--- src/sv/rsat_pkg.sv ---
// Package for the ROM slot address translator: sizes, codes, the job record
// passed from front to back, and the active slot count helper. No dependencies.
`default_nettype none
package rsat_pkg;

    localparam int MAX_SLOTS   = 16;
    localparam int OFFSET_BITS = 24;
    localparam int CMD_W       = 2;
    localparam int CPU_ADDR_W  = 16;
    localparam int IDX_W       = 4;
    localparam int STATUS_W    = 2;
    localparam int CFG_W       = 5;

    localparam int ADDR_W  = (MAX_SLOTS > 1) ? $clog2(MAX_SLOTS) : 1;
    localparam int CNT_W   = $clog2(MAX_SLOTS + 1);
    // Window start plus the lengths of every slot, with headroom.
    localparam int ACC_W   = OFFSET_BITS + $clog2(MAX_SLOTS) + 2;

    localparam int JOB_Q_DEPTH = 2;
    localparam int Q_PTR_W     = $clog2(JOB_Q_DEPTH);
    localparam int Q_CNT_W     = $clog2(JOB_Q_DEPTH + 1);

    localparam logic [CPU_ADDR_W-1:0] WINDOW_START = 16'h8000;
    localparam logic [CPU_ADDR_W:0]   WINDOW_END   = 17'h10000;

    typedef enum logic [CMD_W-1:0] {
        CMD_A2O   = 2'd0,
        CMD_O2A   = 2'd1,
        CMD_WRITE = 2'd2,
        CMD_NONE  = 2'd3
    } t_cmd;

    typedef enum logic [STATUS_W-1:0] {
        ST_OK        = 2'd0,
        ST_OUTSIDE   = 2'd1,
        ST_NOT_FOUND = 2'd2,
        ST_BAD_WRITE = 2'd3
    } t_status;

    typedef enum logic [1:0] {
        JOB_A2O   = 2'd0,
        JOB_O2A   = 2'd1,
        JOB_WRITE = 2'd2,
        JOB_DONE  = 2'd3
    } t_kind;

    typedef enum logic {
        B_IDLE = 1'b0,
        B_WALK = 1'b1
    } t_back_state;

    typedef struct packed {
        t_kind                  kind;
        t_status                status;
        logic [CPU_ADDR_W-1:0]  addr;
        logic [OFFSET_BITS-1:0] ofs;
        logic [OFFSET_BITS-1:0] last;
        logic [ADDR_W-1:0]      idx;
    } t_job;

    // A slot count above the table size acts as the table size.
    function automatic logic [CNT_W-1:0] active_count(input logic [CFG_W-1:0] sc);
        if (32'(sc) > 32'(MAX_SLOTS)) begin
            return CNT_W'(MAX_SLOTS);
        end
        return CNT_W'(sc);
    endfunction

endpackage
`default_nettype wire

--- src/sv/rsat_if.sv ---
// Channel interfaces of the ROM slot address translator: request items,
// result items and the slot count write channel. Depends on rsat_pkg.
`default_nettype none
interface rsat_in_if;
    logic                             valid;
    logic                             ready;
    logic [rsat_pkg::CMD_W-1:0]       command;
    logic [rsat_pkg::CPU_ADDR_W-1:0]  bus_address;
    logic [rsat_pkg::OFFSET_BITS-1:0] rom_offset;
    logic [rsat_pkg::IDX_W-1:0]       slot_index;
    logic [rsat_pkg::OFFSET_BITS-1:0] slot_first;
    logic [rsat_pkg::OFFSET_BITS-1:0] slot_last;

    modport source (output valid, command, bus_address, rom_offset, slot_index,
                    slot_first, slot_last, input ready);
    modport sink (input valid, command, bus_address, rom_offset, slot_index,
                  slot_first, slot_last, output ready);
endinterface

interface rsat_out_if;
    logic                             valid;
    logic                             ready;
    logic [rsat_pkg::STATUS_W-1:0]    status;
    logic [rsat_pkg::OFFSET_BITS-1:0] offset_result;
    logic [rsat_pkg::CPU_ADDR_W-1:0]  address_result;

    modport source (output valid, status, offset_result, address_result, input ready);
    modport sink (input valid, status, offset_result, address_result, output ready);
endinterface

interface rsat_cfg_if;
    logic                       valid;
    logic                       ready;
    logic [rsat_pkg::CFG_W-1:0] data;

    modport source (output valid, data, input ready);
    modport sink (input valid, data, output ready);
endinterface
`default_nettype wire

--- src/sv/rsat_fifo.sv ---
// Short job queue between the front and the back of the translator.
// Depends on rsat_pkg for the job record and the queue depth.
`default_nettype none
module rsat_fifo (
    input  wire logic           i_clk,
    input  wire logic           i_rst_n,
    input  wire logic           i_push,
    input  wire rsat_pkg::t_job i_job,
    output logic                o_full,
    input  wire logic           i_pop,
    output rsat_pkg::t_job      o_job,
    output logic                o_empty
);

    rsat_pkg::t_job                  r_mem [rsat_pkg::JOB_Q_DEPTH];
    logic [rsat_pkg::Q_PTR_W-1:0]    r_wr_ptr, n_wr_ptr;
    logic [rsat_pkg::Q_PTR_W-1:0]    r_rd_ptr, n_rd_ptr;
    logic [rsat_pkg::Q_CNT_W-1:0]    r_count, n_count;

    assign o_full  = (32'(r_count) == rsat_pkg::JOB_Q_DEPTH);
    assign o_empty = (r_count == '0);
    assign o_job   = r_mem[r_rd_ptr];

    always_comb begin
        n_wr_ptr = r_wr_ptr;
        n_rd_ptr = r_rd_ptr;
        n_count  = r_count;
        if (i_push) begin
            n_wr_ptr = (32'(r_wr_ptr) == rsat_pkg::JOB_Q_DEPTH - 1) ? '0 :
                       r_wr_ptr + rsat_pkg::Q_PTR_W'(1);
        end
        if (i_pop) begin
            n_rd_ptr = (32'(r_rd_ptr) == rsat_pkg::JOB_Q_DEPTH - 1) ? '0 :
                       r_rd_ptr + rsat_pkg::Q_PTR_W'(1);
        end
        if (i_push && !i_pop) begin
            n_count = r_count + rsat_pkg::Q_CNT_W'(1);
        end else if (!i_push && i_pop) begin
            n_count = r_count - rsat_pkg::Q_CNT_W'(1);
        end
    end

    always_ff @(posedge i_clk) begin
        if (!i_rst_n) begin
            r_wr_ptr <= '0;
            r_rd_ptr <= '0;
            r_count  <= '0;
        end else begin
            r_wr_ptr <= n_wr_ptr;
            r_rd_ptr <= n_rd_ptr;
            r_count  <= n_count;
        end
    end

    always_ff @(posedge i_clk) begin
        if (i_push) begin
            r_mem[r_wr_ptr] <= i_job;
        end
    end

    a_no_push_full: assert property (@(posedge i_clk) disable iff (!i_rst_n)
        o_full |-> !i_push)
        else $error("job pushed into a full queue");
    a_no_pop_empty: assert property (@(posedge i_clk) disable iff (!i_rst_n)
        o_empty |-> !i_pop)
        else $error("job popped from an empty queue");
    a_count_bound: assert property (@(posedge i_clk) disable iff (!i_rst_n)
        32'(r_count) <= rsat_pkg::JOB_Q_DEPTH)
        else $error("queue count beyond depth");

endmodule
`default_nettype wire

--- src/sv/rsat_front.sv ---
// Front of the translator: holds the slot count register, accepts request
// items and classifies them into jobs. Depends on rsat_pkg and rsat_if.
`default_nettype none
module rsat_front (
    input  wire logic                        i_clk,
    input  wire logic                        i_rst_n,
    rsat_in_if.sink                          i_in,
    rsat_cfg_if.sink                         i_cfg,
    input  wire logic                        i_full,
    output logic                             o_push,
    output rsat_pkg::t_job                   o_job,
    output logic [rsat_pkg::CNT_W-1:0]       o_active
);

    logic [rsat_pkg::CFG_W-1:0] r_slot_count;
    logic                       w_bad_write;

    assign i_cfg.ready = 1'b1;
    assign i_in.ready  = !i_full;
    assign o_push      = i_in.valid && !i_full;
    assign o_active    = rsat_pkg::active_count(r_slot_count);

    always_ff @(posedge i_clk) begin
        if (!i_rst_n) begin
            r_slot_count <= '0;
        end else if (i_cfg.valid) begin
            r_slot_count <= i_cfg.data;
        end
    end

    assign w_bad_write = (32'(i_in.slot_index) >= 32'(o_active)) ||
                         (i_in.slot_last < i_in.slot_first);

    always_comb begin
        o_job        = '0;
        o_job.kind   = rsat_pkg::JOB_DONE;
        o_job.status = rsat_pkg::ST_OK;
        o_job.addr   = i_in.bus_address;
        o_job.ofs    = i_in.rom_offset;
        o_job.last   = i_in.slot_last;
        o_job.idx    = rsat_pkg::ADDR_W'(i_in.slot_index);
        unique case (rsat_pkg::t_cmd'(i_in.command))
            rsat_pkg::CMD_A2O: begin
                // Anything below the window start is rejected right here.
                if (i_in.bus_address < rsat_pkg::WINDOW_START) begin
                    o_job.status = rsat_pkg::ST_OUTSIDE;
                end else begin
                    o_job.kind = rsat_pkg::JOB_A2O;
                end
            end
            rsat_pkg::CMD_O2A: begin
                o_job.kind = rsat_pkg::JOB_O2A;
            end
            rsat_pkg::CMD_WRITE: begin
                o_job.ofs = i_in.slot_first;
                if (w_bad_write) begin
                    o_job.status = rsat_pkg::ST_BAD_WRITE;
                end else begin
                    o_job.kind = rsat_pkg::JOB_WRITE;
                end
            end
            default: begin
                o_job.status = rsat_pkg::ST_OK;
            end
        endcase
    end

endmodule
`default_nettype wire

--- src/sv/rsat_back.sv ---
// Back of the translator: owns the slot memory, carries out writes and walks
// the slots one per cycle, and holds the result register. Depends on rsat_pkg and rsat_if.
`default_nettype none
module rsat_back (
    input  wire logic                        i_clk,
    input  wire logic                        i_rst_n,
    input  wire logic [rsat_pkg::CNT_W-1:0]  i_active,
    input  wire rsat_pkg::t_job              i_job,
    input  wire logic                        i_empty,
    output logic                             o_pop,
    rsat_out_if.source                       o_out
);

    localparam int OB = rsat_pkg::OFFSET_BITS;
    localparam int AW = rsat_pkg::ACC_W;

    // Slot memory and its per-entry valid bits; an unwritten entry reads as zero.
    logic [OB-1:0]                 r_mem_first [rsat_pkg::MAX_SLOTS];
    logic [OB-1:0]                 r_mem_last  [rsat_pkg::MAX_SLOTS];
    logic [rsat_pkg::MAX_SLOTS-1:0] r_written;
    logic [OB-1:0]                 r_rd_first, r_rd_last;
    logic                          r_rd_valid;

    rsat_pkg::t_back_state         r_state, n_state;
    rsat_pkg::t_job                r_job;
    logic [rsat_pkg::ADDR_W-1:0]   r_idx;
    logic [AW-1:0]                 r_start;

    logic                          r_out_valid;
    rsat_pkg::t_status             r_out_status;
    logic [OB-1:0]                 r_out_offset;
    logic [rsat_pkg::CPU_ADDR_W-1:0] r_out_address;

    logic                          w_take, w_walk_job, w_we, w_load, w_done;
    logic [rsat_pkg::ADDR_W-1:0]   w_rd_addr;
    rsat_pkg::t_status             w_status;
    logic [OB-1:0]                 w_offset;
    logic [rsat_pkg::CPU_ADDR_W-1:0] w_address;

    logic [OB-1:0]                 w_f, w_l;
    logic [AW-1:0]                 w_end, w_next_start, w_a, w_addr_ext;
    logic                          w_hit_a2o, w_hit_o2a, w_last_slot, w_past_window;
    logic [OB-1:0]                 w_a2o_off;

    assign w_walk_job = (i_job.kind == rsat_pkg::JOB_A2O) ||
                        (i_job.kind == rsat_pkg::JOB_O2A);
    assign w_take     = (r_state == rsat_pkg::B_IDLE) && !i_empty &&
                        (!r_out_valid || o_out.ready);

    // One slot of the walk: the window span of the slot whose data is in hand.
    always_comb begin
        w_f           = r_rd_valid ? r_rd_first : '0;
        w_l           = r_rd_valid ? r_rd_last  : '0;
        w_addr_ext    = AW'(r_job.addr);
        w_end         = r_start + AW'(w_l - w_f);
        w_next_start  = w_end + AW'(1);
        w_hit_a2o     = (w_addr_ext >= r_start) && (w_addr_ext <= w_end);
        w_a2o_off     = OB'(AW'(w_f) + (w_addr_ext - r_start));
        w_hit_o2a     = (r_job.ofs >= w_f) && (r_job.ofs <= w_l);
        w_a           = r_start + AW'(r_job.ofs - w_f);
        w_past_window = (w_a >= AW'(rsat_pkg::WINDOW_END));
        w_last_slot   = ((32'(r_idx) + 32'd1) == 32'(i_active));
        w_done        = (r_job.kind == rsat_pkg::JOB_A2O) ? w_hit_a2o :
                        (w_hit_o2a || w_last_slot) ? 1'b1 : 1'b0;
        if (r_job.kind == rsat_pkg::JOB_A2O) begin
            w_done = w_hit_a2o || w_last_slot;
        end
    end

    always_comb begin
        n_state = r_state;
        unique case (r_state)
            rsat_pkg::B_IDLE: begin
                if (w_take && w_walk_job && (i_active != '0)) begin
                    n_state = rsat_pkg::B_WALK;
                end
            end
            rsat_pkg::B_WALK: begin
                if (w_done) begin
                    n_state = rsat_pkg::B_IDLE;
                end
            end
            default: begin
                n_state = rsat_pkg::B_IDLE;
            end
        endcase
    end

    always_comb begin
        o_pop     = 1'b0;
        w_we      = 1'b0;
        w_load    = 1'b0;
        w_status  = rsat_pkg::ST_OK;
        w_offset  = '0;
        w_address = '0;
        w_rd_addr = '0;
        unique case (r_state)
            rsat_pkg::B_IDLE: begin
                o_pop = w_take;
                if (w_take) begin
                    unique case (i_job.kind)
                        rsat_pkg::JOB_WRITE: begin
                            w_we   = 1'b1;
                            w_load = 1'b1;
                        end
                        rsat_pkg::JOB_DONE: begin
                            w_load   = 1'b1;
                            w_status = i_job.status;
                        end
                        default: begin
                            if (i_active == '0) begin
                                w_load   = 1'b1;
                                w_status = rsat_pkg::ST_NOT_FOUND;
                            end
                        end
                    endcase
                end
            end
            rsat_pkg::B_WALK: begin
                w_rd_addr = r_idx + rsat_pkg::ADDR_W'(1);
                if (r_job.kind == rsat_pkg::JOB_A2O) begin
                    if (w_hit_a2o) begin
                        w_load   = 1'b1;
                        w_offset = w_a2o_off;
                    end else if (w_last_slot) begin
                        w_load   = 1'b1;
                        w_status = rsat_pkg::ST_NOT_FOUND;
                    end
                end else begin
                    if (w_hit_o2a) begin
                        w_load = 1'b1;
                        if (w_past_window) begin
                            w_status = rsat_pkg::ST_OUTSIDE;
                        end else begin
                            w_address = rsat_pkg::CPU_ADDR_W'(w_a);
                        end
                    end else if (w_last_slot) begin
                        w_load   = 1'b1;
                        w_status = rsat_pkg::ST_NOT_FOUND;
                    end
                end
            end
            default: begin
                o_pop = 1'b0;
            end
        endcase
    end

    always_ff @(posedge i_clk) begin
        if (w_we) begin
            r_mem_first[i_job.idx] <= i_job.ofs;
            r_mem_last[i_job.idx]  <= i_job.last;
        end
        r_rd_first <= r_mem_first[w_rd_addr];
        r_rd_last  <= r_mem_last[w_rd_addr];
        r_rd_valid <= r_written[w_rd_addr];
    end

    always_ff @(posedge i_clk) begin
        if (!i_rst_n) begin
            r_written   <= '0;
            r_state     <= rsat_pkg::B_IDLE;
            r_out_valid <= 1'b0;
        end else begin
            if (w_we) begin
                r_written[i_job.idx] <= 1'b1;
            end
            r_state <= n_state;
            if (w_load) begin
                r_out_valid <= 1'b1;
            end else if (o_out.ready) begin
                r_out_valid <= 1'b0;
            end
        end
    end

    always_ff @(posedge i_clk) begin
        if (w_take) begin
            r_job   <= i_job;
            r_idx   <= '0;
            r_start <= AW'(rsat_pkg::WINDOW_START);
        end else if (r_state == rsat_pkg::B_WALK) begin
            r_idx   <= r_idx + rsat_pkg::ADDR_W'(1);
            r_start <= w_next_start;
        end
        if (w_load) begin
            r_out_status  <= w_status;
            r_out_offset  <= w_offset;
            r_out_address <= w_address;
        end
    end

    assign o_out.valid          = r_out_valid;
    assign o_out.status         = r_out_status;
    assign o_out.offset_result  = r_out_offset;
    assign o_out.address_result = r_out_address;

    a_walk_out_free: assert property (@(posedge i_clk) disable iff (!i_rst_n)
        (r_state == rsat_pkg::B_WALK) |-> !r_out_valid)
        else $error("result register busy during a slot walk");
    a_walk_in_range: assert property (@(posedge i_clk) disable iff (!i_rst_n)
        (r_state == rsat_pkg::B_WALK) |-> (32'(r_idx) < 32'(i_active)))
        else $error("slot walk beyond the active slots");
    a_write_in_range: assert property (@(posedge i_clk) disable iff (!i_rst_n)
        w_we |-> ((32'(i_job.idx) < 32'(i_active)) && (i_job.last >= i_job.ofs)))
        else $error("slot write that should have been rejected");

endmodule
`default_nettype wire

--- src/sv/rom_slot_address_translator_top.sv ---
// Top level of the ROM slot address translator: front, job queue and back.
// Depends on rsat_pkg, rsat_if, rsat_front, rsat_fifo and rsat_back.
//
// Request items enter a front stage that checks them against the slot count
// and the CPU window and queues them as jobs in a two-entry queue; the front
// keeps accepting while the back is busy until the queue is full. The back
// loads the result of a slot write, a rejected request or an unused command
// into its result register as it takes the job. A translation walks the slots
// serially through the slot memory, one entry read per cycle, up to and
// including the first hit and at most through the active slot count. The slot
// memory has a valid bit per entry cleared at reset, so unwritten slots read
// as zero without any clearing pass. The slot count is to be written through
// its own channel only while the block is idle; the block itself does not
// enforce this.
`default_nettype none
module rom_slot_address_translator_top (
    input  wire logic i_clk,
    input  wire logic i_rst_n,
    rsat_in_if.sink   i_in,
    rsat_cfg_if.sink  i_cfg,
    rsat_out_if.source o_out
);

    logic                        w_push, w_pop, w_full, w_empty;
    rsat_pkg::t_job              w_job_in, w_job_out;
    logic [rsat_pkg::CNT_W-1:0]  w_active;

    rsat_front u_front (
        .i_clk    (i_clk),
        .i_rst_n  (i_rst_n),
        .i_in     (i_in),
        .i_cfg    (i_cfg),
        .i_full   (w_full),
        .o_push   (w_push),
        .o_job    (w_job_in),
        .o_active (w_active)
    );

    rsat_fifo u_fifo (
        .i_clk   (i_clk),
        .i_rst_n (i_rst_n),
        .i_push  (w_push),
        .i_job   (w_job_in),
        .o_full  (w_full),
        .i_pop   (w_pop),
        .o_job   (w_job_out),
        .o_empty (w_empty)
    );

    rsat_back u_back (
        .i_clk    (i_clk),
        .i_rst_n  (i_rst_n),
        .i_active (w_active),
        .i_job    (w_job_out),
        .i_empty  (w_empty),
        .o_pop    (w_pop),
        .o_out    (o_out)
    );

endmodule
`default_nettype wire

--- src/flat_wrapper.sv ---
// flat-port wrapper written by rule: the top's interface ports become plain ports
module rom_slot_address_translator_top_flat 
  (i_clk, i_rst_n, i_in_valid, i_in_command, i_in_bus_address, i_in_rom_offset, i_in_slot_index, i_in_slot_first, i_in_slot_last, i_in_ready, i_cfg_valid, i_cfg_data, i_cfg_ready, o_out_valid, o_out_status, o_out_offset_result, o_out_address_result, o_out_ready);
  rsat_in_if i_in_i ();
  rsat_cfg_if i_cfg_i ();
  rsat_out_if o_out_i ();
  input  wire logic i_clk;
  input  wire logic i_rst_n;
  input wire logic [$bits(i_in_i.valid)-1:0] i_in_valid;
  input wire logic [$bits(i_in_i.command)-1:0] i_in_command;
  input wire logic [$bits(i_in_i.bus_address)-1:0] i_in_bus_address;
  input wire logic [$bits(i_in_i.rom_offset)-1:0] i_in_rom_offset;
  input wire logic [$bits(i_in_i.slot_index)-1:0] i_in_slot_index;
  input wire logic [$bits(i_in_i.slot_first)-1:0] i_in_slot_first;
  input wire logic [$bits(i_in_i.slot_last)-1:0] i_in_slot_last;
  output wire logic [$bits(i_in_i.ready)-1:0] i_in_ready;
  input wire logic [$bits(i_cfg_i.valid)-1:0] i_cfg_valid;
  input wire logic [$bits(i_cfg_i.data)-1:0] i_cfg_data;
  output wire logic [$bits(i_cfg_i.ready)-1:0] i_cfg_ready;
  output wire logic [$bits(o_out_i.valid)-1:0] o_out_valid;
  output wire logic [$bits(o_out_i.status)-1:0] o_out_status;
  output wire logic [$bits(o_out_i.offset_result)-1:0] o_out_offset_result;
  output wire logic [$bits(o_out_i.address_result)-1:0] o_out_address_result;
  input wire logic [$bits(o_out_i.ready)-1:0] o_out_ready;
  assign i_in_i.valid = i_in_valid;
  assign i_in_i.command = i_in_command;
  assign i_in_i.bus_address = i_in_bus_address;
  assign i_in_i.rom_offset = i_in_rom_offset;
  assign i_in_i.slot_index = i_in_slot_index;
  assign i_in_i.slot_first = i_in_slot_first;
  assign i_in_i.slot_last = i_in_slot_last;
  assign i_in_ready = i_in_i.ready;
  assign i_cfg_i.valid = i_cfg_valid;
  assign i_cfg_i.data = i_cfg_data;
  assign i_cfg_ready = i_cfg_i.ready;
  assign o_out_valid = o_out_i.valid;
  assign o_out_status = o_out_i.status;
  assign o_out_offset_result = o_out_i.offset_result;
  assign o_out_address_result = o_out_i.address_result;
  assign o_out_i.ready = o_out_ready;
  rom_slot_address_translator_top u_core (.i_clk(i_clk), .i_rst_n(i_rst_n), .i_in(i_in_i), .i_cfg(i_cfg_i), .o_out(o_out_i));
endmodule
--- config.mk ---
export PLATFORM = sky130hd
export DESIGN_NAME = rom_slot_address_translator_top_flat
export DESIGN_NICKNAME = d
export VERILOG_FILES = /design/src/sv/rsat_pkg.sv /design/src/sv/rsat_if.sv /design/src/sv/rsat_fifo.sv /design/src/sv/rsat_front.sv /design/src/sv/rsat_back.sv /design/src/sv/rom_slot_address_translator_top.sv /design/src/flat_wrapper.sv
export SDC_FILE = /design/constraint.sdc
export NUM_CORES = 2
export LEC_CHECK = 0
export BUFFER_PORTS_ARGS = -buffer_cell sky130_fd_sc_hd__buf_2
export CORE_MARGIN = 8
export CORE_UTILIZATION = 25
export CTS_BUF_LIST = sky130_fd_sc_hd__clkbuf_8
export DETAILED_ROUTE_END_ITERATION = 12
export PLACE_DENSITY = 0.45
export SYNTH_ARGS = -nofsm -noshare
export SYNTH_HDL_FRONTEND = slang
export SYNTH_SLANG_ARGS = --single-unit
--- constraint.sdc ---
create_clock -name i_clk -period 18.63 [get_ports i_clk]
set_input_delay 1.863 -clock i_clk [delete_from_list [all_inputs] [get_ports i_clk]]
set_output_delay 1.863 -clock i_clk [all_outputs]
set_load 0.05 [all_outputs]
; Word level (Yosys, flattened, before mapping)
; Memories as Yosys holds them, arrays and structs flattened. A register that Yosys moved wholly into a read port is not among the register bits.
; Index checks and enable logic that the tools add are counted.
[totals]
ram_bits = 912
output_inout_bits = 45
memories = 3
in_bits = 104
wordCells = 140
regBits = 146
[memory_table]
columns = name, words, word_bits, read_ports, rd_clocked_by_memory_dff, wr, line_no
row1 = u_core.u_back.r_mem_first, 16, 24, 1, 1, 1, rsat_back.sv:18  ; logic [OB-1:0] r_mem_first [rsat_pkg::MAX_SLOTS];
row2 = u_core.u_back.r_mem_last, 16, 24, 1, 1, 1, rsat_back.sv:19  ; logic [OB-1:0] r_mem_last [rsat_pkg::MAX_SLOTS];
row3 = u_core.u_fifo.r_mem, 2, 72, 1, 1, 1, rsat_fifo.sv:15  ; rsat_pkg::t_job r_mem [rsat_pkg::JOB_Q_DEPTH];
[op_classes]
n_eq_ne = 7
n_mux = 55
bitwise = 3
reduce_logical = 31
addsub = 13
magnitude_cmp = 12
[op_table]
columns = op, n
row1 = 2-to-1 mux 24 bit, 3
row2 = adder 30 bit, 2
row3 = subtractor 24 x 24 -> 25 bit, 2
row4 = 2-to-1 mux 1 bit, 31
row5 = adder 30 x 1 -> 30 bit (second input constant), 1
row6 = greater-or-equal comparator 16 x 30 -> 1 bit, 1
row7 = greater-or-equal comparator 30 x 17 -> 1 bit (second input constant), 1
row8 = <= comparator 16 x 30 -> 1 bit, 1
row9 = adder 24 bit, 1
row10 = greater-or-equal comparator 24 bit, 1
row11 = <= comparator 24 bit, 1
row12 = less-than comparator 24 bit, 1
row13 = subtractor 16 x 24 -> 24 bit, 1
row14 = 2-to-1 mux 2 bit, 10
row15 = less-than comparator 16 bit (second input constant), 1
row16 = OR 16 bit, 1
row17 = case mux 2 bit (2 select lines), 3
row18 = logical AND 1 bit, 10
row19 = less-than comparator 4 x 5 -> 1 bit (second input constant), 2
row20 = 2-to-1 mux 5 bit, 2
row21 = equality test 2 bit (second input constant), 4
row22 = zero test 2 bit, 4
row23 = case mux 2 bit (3 select lines), 1
row24 = adder 4 x 1 -> 5 bit (second input constant), 1
row25 = other kinds (22), 35

; Longest topological paths before layout
[logic_depth]
depth_word = 9
mapped_depth = 33
ltp_nobuf = 29

; By module
; From an unflattened synthesis, not the netlist that was laid out.
[hier_totals]
hier_cells = 4013
area_unflattened_um2 = 52758.1
[modules_own_cells]
columns = module, n_inst, cells_each, area_each_um2
row1 = rsat_back, 1, 3535, 45743.9
row2 = rsat_fifo, 1, 246, 5440.2
row3 = rsat_front, 1, 232, 1574.0

; Worst setup path after synthesis
; No wires, ideal clock.
[synth_timing]
path_kind = register -> register
from = register u_core.u_back.r_rd_valid
to = register u_core.u_back.r_out_address (netlist bit u_core.u_back.o_out.address_result[0]), enable pin
path_slack_ns = 11.213
setup_time_ns = 0.544
n_path_buf = 4
arrival_ns = 6.873
period_less_slack_ns = 7.417
path_stages_with_launch = 31
required_ns = 18.086
cell_sequence = dfxtp_1 -> buf_2 -> clkbuf_1 -> buf_1 -> nand2_1 -> inv_1 -> ha_1 -> inv_1 -> fa_1 -> a221oi_1 -> a311oi_1 -> a2111oi_1 -> o31ai_1 -> a21o_1 -> a21oi_1 -> xnor2_1 -> ha_1 -> clkbuf_1 -> and2_1 -> nand2_1 -> o21ai_0 -> xnor2_1 -> ha_1 -> nand4_1 -> nor4_1 -> a2111oi_0 -> nand3b_1 -> nor4_1 -> a31oi_2 -> o31ai_1 -> nand2_1
[synth_via]
elab_chain_cells = 8
[synth_lines]
columns = item, line_no
row1 = start: declaration, rsat_back.sv:22  ; logic r_rd_valid;
row2 = start signal: assignment, rsat_back.sv:156  ; r_rd_valid <= r_written[w_rd_addr];
row3 = "2-to-1 mux 24 bit, on equally long branches", "rsat_back.sv:53, rsat_back.sv:52"
row4 = subtractor 24 x 24 -> 25 bit, rsat_back.sv:55  ; w_end = r_start + AW'(w_l - w_f);
row5 = adder 30 bit, rsat_back.sv:55
row6 = <= comparator 16 x 30 -> 1 bit, rsat_back.sv:57  ; w_hit_a2o = (w_addr_ext >= r_start) && (w_addr_ext <= w_end);
row7 = logical AND 1 bit, rsat_back.sv:57
row8 = 2-to-1 mux 1 bit, rsat_back.sv:122  ; if (w_hit_a2o) begin
row9 = 2-to-1 mux 1 bit (*), rsat_back.sv:121  ; if (r_job.kind == rsat_pkg::JOB_A2O) begin
row10 = case mux 1 bit (2 select lines) (*), rsat_back.sv:97  ; unique case (r_state)
row11 = net u_core.u_back.w_load, rsat_back.sv:34  ; logic w_take, w_walk_job, w_we, w_load, w_done;
row12 = end signal: assignment, rsat_back.sv:189  ; r_out_address <= w_address;
row13 = end: declaration, rsat_back.sv:32  ; logic [rsat_pkg::CPU_ADDR_W-1:0] r_out_address;
; Mark *: on every way through the listed nets, which the timed path passes. The rest lies on a longest branch.
; A chain may end at the register's enable or synchronous reset.

; Worst setup path in the final report
[layout_timing]
from = register u_core.u_back.r_rd_valid
to = register u_core.u_back.r_out_offset[23], in the netlist u_core.u_back.o_out.offset_result[23], enable pin
[layout_via]
elab_chain_cells = 8
[layout_lines]
columns = item, line_no
row1 = "2-to-1 mux 24 bit, on equally long branches", "rsat_back.sv:53, rsat_back.sv:52"
row2 = subtractor 24 x 24 -> 25 bit, rsat_back.sv:55
row3 = adder 30 bit, rsat_back.sv:55
row4 = <= comparator 16 x 30 -> 1 bit, rsat_back.sv:57
row5 = logical AND 1 bit, rsat_back.sv:57
row6 = 2-to-1 mux 1 bit, rsat_back.sv:122
row7 = 2-to-1 mux 1 bit (*), rsat_back.sv:121
row8 = case mux 1 bit (2 select lines) (*), rsat_back.sv:97
row9 = net u_core.u_back.w_load, rsat_back.sv:34
row10 = end signal: assignment, rsat_back.sv:188  ; r_out_offset <= w_offset;
row11 = end: declaration, rsat_back.sv:31  ; logic [OB-1:0] r_out_offset;
; Marked as above.

==> impl_metrics.env <==
export IMPL_dieArea_um2=222100
export IMPL_core_area_um2=206700
export IMPL_setup_tns_ns=0
export IMPL_yosysWarnings=0
export IMPL_clk_latency_ns=0.93
export IMPL_dp_cells=6637
export IMPL_wl_per_cell_um=22.31
export IMPL_rsz0062_at_grt="no"
export IMPL_grt_pass1_vias=33106
export IMPL_drive_gt1_frac=0.1409
export IMPL_clock_root_buffer="clkbuf_8"
export IMPL_rows=167
export IMPL_post_cts_resized=0
export IMPL_initial_utilization=0.2507
export IMPL_cts_setup_buffers=0
export IMPL_setup_violations=0
export IMPL_hold_viol_final=0
export IMPL_post_route_util=0.2878
export IMPL_critPathMaxStageDelay_ns=0.73
export IMPL_syn2layout_area_growth_pct=14.78
export IMPL_leakage_nw=20.79
export IMPL_dr_pass1_iters=5
export IMPL_ios=149
export IMPL_synth_area_um2=51810
export IMPL_max_cap_viol_count=0
export IMPL_crit_path_frequent_cell="ha_1"
export IMPL_skew_ns=0.06603
export IMPL_grt_total_usage=0.1360
export IMPL_first_iter_violations=2156
export IMPL_die_y_um=471.2
export IMPL_fmaxAchievable_mhz=119.6
export IMPL_ctsHoldBuffers=0
export IMPL_critPathArrivalTime_ns=8.77
export IMPL_period_share=0.4488
export IMPL_hpwlAfterDp_um=100500
export IMPL_cts_sinks=1107
export IMPL_grt_overflow_total=0
export IMPL_grt_antenna_before_repair=9
export IMPL_hold_path_class="reg2reg"
export IMPL_drc=0
export IMPL_ys_seq_area_frac=0.6201
export IMPL_synth_flop_cell="edfxtp_1"
export IMPL_fillCellCount=21049
export IMPL_required_ns=19.03
export IMPL_most_common_layout_cells="996 x edfxtp_1, 354 x nand2_1, 264 x inv_1"
export IMPL_fin_cells=6990
export IMPL_outcome="finished, final reports clean"
export IMPL_place_gp_congestion=0.8245
export IMPL_num_vias=32674
export IMPL_final_max_slew_viol_count=0
export IMPL_grt_start_max_net_pins=91
export IMPL_io_buffers=147
export IMPL_cpMaxStageDelayCell="a2111oi_1"
export IMPL_worst_pin_slew_ns=1.122
export IMPL_synthArstFlopShare=0
export IMPL_die_x_um=471.2
export IMPL_path_delay_family="compound AO/OA/AOI/OAI gates"
export IMPL_ys_ff_latch=1107
export IMPL_max_slew_margin_rel=0.2502
export IMPL_cp_end_kind="flop"
export IMPL_place_area_um2=55840
export IMPL_routed_wl_um=155900
export IMPL_syn_instance_count=3910
export IMPL_fin_area_um2=59470
export IMPL_crit_path_start_kind="flop"
export IMPL_powerDensity_nw_per_um2=155.1
export IMPL_critPathBufInv=3
export IMPL_max_clock_path_buffers=3
export IMPL_syn_nets=4255
export IMPL_cts_buffers=184
export IMPL_layout_nets=4464
export IMPL_cts_tree="built"
export IMPL_crit_type="reg2reg"
export IMPL_layout_commonest_cell="edfxtp_1"
export IMPL_avgSynthCellArea_um2=13.25
export IMPL_min_period_ns=8.360
export IMPL_grt_pass1_wl_um=227300
export IMPL_synth_edf_count=996
export IMPL_ant_nets=0
export IMPL_vias_per_cell=4.674
export IMPL_clk_pin_slew_ns=0.06
export IMPL_cp_max_fo=64
export IMPL_worst_hold_slack_ns=0.4682
export IMPL_synth_cell_type_count=94
export IMPL_ctsHtreeMaxLevel=4
export IMPL_ir_drop_uv=78.82
[routing by layer]
layer  track usage  share of wire
met1        0.1910           0.48
met2        0.2180           0.45
met3       0.02359          0.044
met4       0.03376          0.021
met5             0              0
[tightest hold or removal path, stage by stage, from the launching register on]
cell     delay [ns]
dfxtp_1        0.32
nor2_1         0.05
nor2_1         0.06
[cell usage after synthesis, types with 11 or more instances]
| library cell | instances | area share |
|---|---|---|
| a211oi_1 | 128 | 0.019 |
| a21o_1 | 62 | 0.0090 |
| a21oi_1 | 174 | 0.017 |
| a311oi_1 | 102 | 0.017 |
| a31oi_1 | 11 | 0.0013 |
| and2_1 | 126 | 0.015 |
| and3_1 | 13 | 0.0016 |
| buf_1 | 24 | 0.0017 |
| clkbuf_1 | 142 | 0.010 |
| dfxtp_1 | 111 | 0.043 |
| edfxtp_1 | 996 | 0.58 |
| fa_1 | 20 | 0.0077 |
| ha_1 | 221 | 0.053 |
| inv_1 | 187 | 0.014 |
| mux2_2 | 66 | 0.014 |
| mux2i_1 | 208 | 0.040 |
| mux4_2 | 51 | 0.022 |
| nand2_1 | 357 | 0.026 |
| nand2b_1 | 28 | 0.0034 |
| nand3_1 | 28 | 0.0027 |
| nand4_1 | 29 | 0.0035 |
| nor2_1 | 200 | 0.014 |
| nor2b_1 | 27 | 0.0033 |
| nor3_1 | 86 | 0.0083 |
| nor4_1 | 19 | 0.0023 |
| o211ai_1 | 17 | 0.0025 |
| o21a_1 | 29 | 0.0042 |
| o21ai_0 | 116 | 0.011 |
| o21bai_1 | 11 | 0.0016 |
| o31ai_1 | 13 | 0.0019 |
| xnor2_1 | 78 | 0.013 |
| xor2_1 | 57 | 0.0096 |
[kinds of logic after synthesis]
group	synth area share
DFF	0.6201
and+or+nand+nor	0.08838
AOI/OAI and AO/OA	0.1033
buffers and inverters	0.02666
muxes	0.07670
adders and majority gates	0.06148
xor gates and xnor gates	0.02328
other	0.00007238
[cell type report]
class	count	area [um2]	area share
multi-input combinational	2441	18490	0.3110
sequential	1107	32140	0.5404
clock buffer	193	2656	0.04467
timing repair buffer	195	1109	0.01864
tap	2704	3383	0.05689
clock inverter	154	957.2	0.01609
antenna	6	15.01	0.0002525
inverter	190	715.7	0.01203
[sequential cells by signal (all words and copies together) (netlist names), named ones only]
| register | flops |
|---|---|
| u_core.u_back.o_out.status | 2 |
| u_core.u_back.r_job | 42 |
| u_core.u_fifo.r_count | 2 |
| u_core.u_front.r_slot_count | 5 |
| u_core.u_back.r_state | 1 |
| u_core.u_back.r_idx | 4 |
| u_core.u_back.r_rd_valid | 1 |
| u_core.u_back.o_out.offset_result | 24 |
| u_core.u_fifo.r_rd_ptr | 1 |
| u_core.u_back.r_mem_last | 384 |
| u_core.u_back.r_start | 30 |
| u_core.u_fifo.r_mem | 144 |
| u_core.u_back.r_rd_first | 24 |
| u_core.u_back.r_written | 16 |
| u_core.u_back.o_out.address_result | 16 |
| u_core.u_back.r_rd_last | 24 |
| u_core.u_back.o_out.valid | 1 |
| u_core.u_back.r_mem_first | 384 |
| u_core.u_fifo.r_wr_ptr | 1 |
[per-stage QoR]
stage	setup WS (ns)	power, mW
floorplan	11.21	5.971
global placement	10.24	7.181
detailed placement	10.08	7.168
CTS	10.03	9.320
global route	9.263	9.815
finish	10.27	9.222
[report_power, final]
part	switching, mW	internal (mW)
Sequential	0.238	3.14
Combinational	2.41	1.32
Clock	1.05	1.06
[path summary, 6_finish.rpt]
check / startpoint / end / slack (ns) / cells after the start
worst min-delay path: u_core.u_back.r_written[12] / u_core.u_back.r_written[12] / 0.47 / 2
worst max register to register: u_core.u_back.r_rd_valid / u_core.u_back.o_out.offset_result[23] / 10.27 / 26
worst min register to register: u_core.u_back.r_written[12] / u_core.u_back.r_written[12] / 0.47 / 2
worst max-delay path: u_core.u_back.r_rd_valid / u_core.u_back.o_out.offset_result[23] / 10.27 / 26
No activity file was read; power rests on OpenSTA's default activity.
